==> src/rtl/b3sh_pkg.sv <==
// Package: shared types, constants and functions of the BLAKE3 stream hasher.
`default_nettype none
package b3sh_pkg;

  localparam int unsigned TreeDepth  = 54;
  localparam int unsigned StackSlots = TreeDepth + 1;
  localparam int unsigned StackAw    = $clog2(StackSlots);
  localparam int unsigned StackLvlW  = $clog2(StackSlots + 1);

  localparam logic [31:0] FlagChunkStart = 32'd1;
  localparam logic [31:0] FlagChunkEnd   = 32'd2;
  localparam logic [31:0] FlagParent     = 32'd4;
  localparam logic [31:0] FlagRoot       = 32'd8;

  localparam logic [6:0] BlockBytes    = 7'd64;
  localparam logic [4:0] LastBlockIdx  = 5'd15;
  localparam logic [4:0] DigestDefault = 5'd8;
  localparam logic [4:0] DigestMax     = 5'd16;
  localparam logic [2:0] RoundLast     = 3'd6;
  localparam logic [2:0] MixLast       = 3'd7;

  typedef logic [7:0][31:0]  cv_t;
  typedef logic [15:0][31:0] blk_t;

  localparam cv_t InitVec = {
    32'h5be0cd19, 32'h1f83d9ab, 32'h9b05688c, 32'h510e527f,
    32'ha54ff53a, 32'h3c6ef372, 32'hbb67ae85, 32'h6a09e667
  };

  typedef enum logic [3:0] {
    ST_IDLE,
    ST_ABSORB,
    ST_BLK_CMP,
    ST_CHUNK_CMP,
    ST_MERGE_RD,
    ST_MERGE_CMP,
    ST_PUSH,
    ST_FIN_CMP,
    ST_FOLD_RD,
    ST_FOLD_CMP,
    ST_ROOT_CMP,
    ST_EMIT
  } state_e;

  // Request to the compression engine.
  typedef struct packed {
    logic        start;
    cv_t         cv;
    blk_t        msg;
    logic [63:0] ctr;
    logic [31:0] len;
    logic [31:0] flags;
  } cmp_req_t;

  typedef struct packed {
    logic        done;
    logic [15:0][31:0] v;
  } cmp_rsp_t;

  function automatic logic [31:0] rotr(logic [31:0] x, int unsigned n);
    rotr = (x >> n) | (x << (32 - n));
  endfunction

  // Message word permutation applied after each round.
  function automatic blk_t permute(blk_t m);
    blk_t t;
    t[0] = m[2];  t[1] = m[6];  t[2] = m[3];   t[3] = m[10];
    t[4] = m[7];  t[5] = m[0];  t[6] = m[4];   t[7] = m[13];
    t[8] = m[1];  t[9] = m[11]; t[10] = m[12]; t[11] = m[5];
    t[12] = m[9]; t[13] = m[14]; t[14] = m[15]; t[15] = m[8];
    permute = t;
  endfunction

endpackage
`default_nettype wire

==> src/rtl/b3sh_compress.sv <==
// Compression engine: one shared G function applied eight times per round.
`default_nettype none
module b3sh_compress (
  input  wire logic                clk_i,
  input  wire logic                rst_ni,
  input  wire b3sh_pkg::cmp_req_t  req_i,
  output b3sh_pkg::cmp_rsp_t       rsp_o
);

  logic [15:0][31:0] v_q, v_d;
  b3sh_pkg::blk_t    m_q, m_d;
  logic [2:0]        rnd_q, rnd_d;
  logic [2:0]        mix_q, mix_d;
  logic              busy_q, busy_d;
  logic              done_q, done_d;

  logic [3:0] ia, ib, ic, id;
  logic [31:0] x, y, a1, d1, c1, b1, a2, d2, c2, b2;

  always_comb begin
    case (mix_q)
      3'd0: begin ia = 4'd0; ib = 4'd4; ic = 4'd8;  id = 4'd12; end
      3'd1: begin ia = 4'd1; ib = 4'd5; ic = 4'd9;  id = 4'd13; end
      3'd2: begin ia = 4'd2; ib = 4'd6; ic = 4'd10; id = 4'd14; end
      3'd3: begin ia = 4'd3; ib = 4'd7; ic = 4'd11; id = 4'd15; end
      3'd4: begin ia = 4'd0; ib = 4'd5; ic = 4'd10; id = 4'd15; end
      3'd5: begin ia = 4'd1; ib = 4'd6; ic = 4'd11; id = 4'd12; end
      3'd6: begin ia = 4'd2; ib = 4'd7; ic = 4'd8;  id = 4'd13; end
      default: begin ia = 4'd3; ib = 4'd4; ic = 4'd9; id = 4'd14; end
    endcase
    x  = m_q[{mix_q, 1'b0}];
    y  = m_q[{mix_q, 1'b1}];
    a1 = v_q[ia] + v_q[ib] + x;
    d1 = b3sh_pkg::rotr(v_q[id] ^ a1, 16);
    c1 = v_q[ic] + d1;
    b1 = b3sh_pkg::rotr(v_q[ib] ^ c1, 12);
    a2 = a1 + b1 + y;
    d2 = b3sh_pkg::rotr(d1 ^ a2, 8);
    c2 = c1 + d2;
    b2 = b3sh_pkg::rotr(b1 ^ c2, 7);
  end

  always_comb begin
    v_d    = v_q;
    m_d    = m_q;
    rnd_d  = rnd_q;
    mix_d  = mix_q;
    busy_d = busy_q;
    done_d = 1'b0;
    if (req_i.start) begin
      v_d[7:0]  = req_i.cv;
      v_d[11:8] = b3sh_pkg::InitVec[3:0];
      v_d[12]   = req_i.ctr[31:0];
      v_d[13]   = req_i.ctr[63:32];
      v_d[14]   = req_i.len;
      v_d[15]   = req_i.flags;
      m_d       = req_i.msg;
      rnd_d     = '0;
      mix_d     = '0;
      busy_d    = 1'b1;
    end else if (busy_q) begin
      v_d[ia] = a2;
      v_d[ib] = b2;
      v_d[ic] = c2;
      v_d[id] = d2;
      mix_d   = mix_q + 3'd1;
      if (mix_q == b3sh_pkg::MixLast) begin
        m_d   = b3sh_pkg::permute(m_q);
        rnd_d = rnd_q + 3'd1;
        if (rnd_q == b3sh_pkg::RoundLast) begin
          busy_d = 1'b0;
          done_d = 1'b1;
        end
      end
    end
  end

  always_ff @(posedge clk_i or negedge rst_ni) begin
    if (!rst_ni) begin
      busy_q <= 1'b0;
      done_q <= 1'b0;
      rnd_q  <= '0;
      mix_q  <= '0;
    end else begin
      busy_q <= busy_d;
      done_q <= done_d;
      rnd_q  <= rnd_d;
      mix_q  <= mix_d;
    end
  end

  always_ff @(posedge clk_i) begin
    v_q <= v_d;
    m_q <= m_d;
  end

  assign rsp_o.done = done_q;
  assign rsp_o.v    = v_q;

endmodule
`default_nettype wire

==> config.mk <==
export PLATFORM = sky130hd
export DESIGN_NAME = b3sh_compress
export DESIGN_NICKNAME = d
export VERILOG_FILES = /design/src/rtl/b3sh_pkg.sv /design/src/rtl/b3sh_compress.sv
export SDC_FILE = /design/constraint.sdc
export NUM_CORES = 2
export LEC_CHECK = 0
export ABC_AREA = 1
export BUFFER_PORTS_ARGS = -buffer_cell sky130_fd_sc_hd__buf_2
export CAP_MARGIN = 40
export CORE_AREA = 3 3 543 545
export CTS_CLUSTER_DIAMETER = 120
export DETAILED_ROUTE_END_ITERATION = 6
export DIE_AREA = 0 0 546 548
export PLACE_DENSITY = 0.4
export RECOVER_POWER = 50
export SYNTH_ARGS = -nofsm -noshare
export SYNTH_HDL_FRONTEND = slang
export SYNTH_SLANG_ARGS = --single-unit
==> constraint.sdc <==
create_clock -name clk_i -period 18.3 [get_ports clk_i]
set_input_delay 3.66 -clock clk_i [delete_from_list [all_inputs] [get_ports clk_i]]
set_output_delay 3.66 -clock clk_i [all_outputs]
set_load 0.02 [all_outputs]
==> reports/metrics.yaml <==
critical_path:
  path_max_fanout: 38
  end_kind: "register"
  cp_slowest_cell: "a221oi_1"
  critPathTopFamily: "compound AO/OA/AOI/OAI gates"
  reg2reg_from: "mix_q[0]"
  crit_buf_inv: 8
  startpoint: "mix_q[0]"
  crit_arrival_ns: 17.24
  crit_path_start_kind: "register"
  crit_type: "reg2reg"
  cp_common_cell: "nand2_1"
  required_ns: 18.82
  max_stage_delay_ns: 0.91
global_routing:
  track_usage: 0.276
  antenna_found_initial: 85
  grt_pass1_vias: 59900
  grt_pass1_wl_mm: 564
  grt_start_max_net_pins: 208
  overflow: 0
clock_tree:
  numCtsBuffers: 141
  cts_resized: 0
  cts_setup_buffers: 0
  htreeDepth: 4
  path_clk_slew_ns: 0.06
  hold_buffers: 0
  cts_root_buf: "clkbuf_16"
  cts.sink_count: 1032
  cts_tree: "yes"
  cts.path.max_buffers: 4
  worstSkewPairLatency_ns: 0.83
min_path:
  min_from: "rsp_o[269]"
  hold_class: "reg2reg"
synthesis:
  async_flop_share: 0.00775
  synthFlopType: "edfxtp_1"
  synth_nets: 8226
  synth-seq-cells: 1032
  synth_cell_type_count: 63
  yosys.area.top_type_share: 0.452
  synthTopCellsByArea: "edfxtp_1, nand2_1, o21ai_0, a21oi_1, dfxtp_1"
  synthTopCellsByCount: "nand2_1, edfxtp_1, o21ai_0"
  post_synth_instance_area_mm2: 0.0595
  synth_edf_count: 896
  syn_area_per_cell_um2: 8.35
  yosysMostFrequentCell: "nand2_1"
  synth_cells: 7132
  ys_seq_area_frac: 0.498
  yosysWarnings: 0
  synth_top_cell_by_area: "edfxtp_1"
timing:
  grt_setup_unrepaired: "false"
  layout_min_cycle_time_ns: 16.72
  tns_ns: 0
  relSlewSlack: -4.32
  hold_violations: 0
  drv_slew: 1224
  period_share: 0.914
  tightest_slew_ns: 7.98
  setup_violations: 0
  skew_ns: 0.0754
  max_freq_mhz: 59.8
finish:
  final_core_util: 0.261
  final_nets: 9596
  drive_above_1_share: 0.162
  syn2layout_area_growth_pct: 27.3
floorplan:
  dieArea_mm2: 0.299
  chipHeight_um: 548
  boundaryPins: 1412
  core_area_mm2: 0.291
  die_width_um: 546
  initial_core_util: 0.205
  rows: 198
routing:
  drc: 0
  vias_per_cell: 4.90
  wl_per_cell_um: 34.5
  drt_iter0_drc: 6851
  vias: 61500
  ant_nets: 0
  dr.pass1.iters: 7
  drt_wl_total_mm: 433
placed_design:
  portBuffers: 1411
  dp_hpwl_mm: 358
  gp_congestion: 1.00
run:
  maxCapViolCount: 22
run_status:
  status: "finished, violations left"
  violations: "capacitance limit, slew limit"
## per-stage QoR
| stage | worst slack [ns] | instance area (µm²) | instances | hold slack (ns) |
|---|---|---|---|---|
| 2_1_floorplan | 2.00 | 59500 | 7132 | 0.505 |
| 3_3_place_gp | 1.52 | 71500 | 12200 | 0.476 |
| 3_5_place_dp | 1.68 | 72200 | 12300 | 0.479 |
| 4_1_cts | 1.64 | 76400 | 12500 | 0.493 |
| 5_1_grt | 0.684 | 75700 | 12500 | 0.519 |
| 6_report | 1.58 | 75800 | 12500 | 0.502 |
## registers in the layout (all words and copies together), names as in the netlist
| name | cells |
|---|---|
| m_q | 512 |
| rsp_o | 512 |
| mix_q | 3 |
| rnd_q | 3 |
| busy_q | 1 |
| done_q | 1 |
## cell families (layout without fill, tap and decap cells)
kind of cell | after synthesis | after routing | synth area share
adders and majority gates | 195 | 195 | 0.0493
xor gates and xnor gates | 155 | 155 | 0.0237
DFF | 1032 | 1032 | 0.498
AOI/OAI and AO/OA | 1756 | 1756 | 0.164
and+or+nand+nor | 2962 | 2962 | 0.199
other | 0 | 44 | 0
buffers and inverters | 1032 | 2503 | 0.0654
## worst min-delay path, cell delays in order, from the launching register on
cell and delay [ns]:
dfxtp_1 0.34, a21oi_1 0.07, nand2_1 0.06
## layout make-up
type	count	area, µm²
timing repair buffer	1617	8150
inverter	642	2420
tap	3900	4880
multi-input combinational	5068	26300
clock buffer	184	3780
antenna	44	110
fill	32500	215000
clock inverter	60	455
sequential	1032	29700
## worst paths after layout
| kind | to | slack (ns) | depth (start not counted) |
|---|---|---|---|
| min in group asynchronous | rnd_q[2] | 2.82 | 1 |
| max | rsp_o[245] | 1.58 | 59 |
| min | rsp_o[269] | 0.50 | 2 |
| min reg2reg | rsp_o[269] | 0.50 | 2 |
| max reg2reg | rsp_o[245] | 1.58 | 59 |
| max in group asynchronous | mix_q[2] | 15.06 | 1 |
## metal layers
layer / GRT usage / wire length [µm]
met1: 0.355 / 180000
met2: 0.465 / 204000
met3: 0.0464 / 29000
met4: 0.0969 / 19600
met5: 0 / 301
## cells in the final DEF (no fill, tap or decap), types with 37 or more instances in the layout
cell type | synthesis | layout
xor2_1 | 104 | 94
clkbuf_16 | 0 | 144
a21oi_1 | 544 | 544
dfxtp_1 | 128 | 128
a31oi_1 | 40 | 40
inv_1 | 619 | 615
a22oi_1 | 53 | 53
buf_4 | 1 | 157
nand3_1 | 318 | 316
edfxtp_1 | 896 | 896
diode_2 | 0 | 44
xnor2_1 | 44 | 37
o21ai_0 | 857 | 847
nand2_1 | 2347 | 2345
fa_1 | 66 | 66
ha_1 | 129 | 128
nor2_1 | 170 | 160
clkbuf_1 | 335 | 561
a22o_1 | 42 | 42
buf_2 | 8 | 912
Power is not shown: default switching activity piles up to over one toggle a cycle in this logic, so the estimate is an artifact.
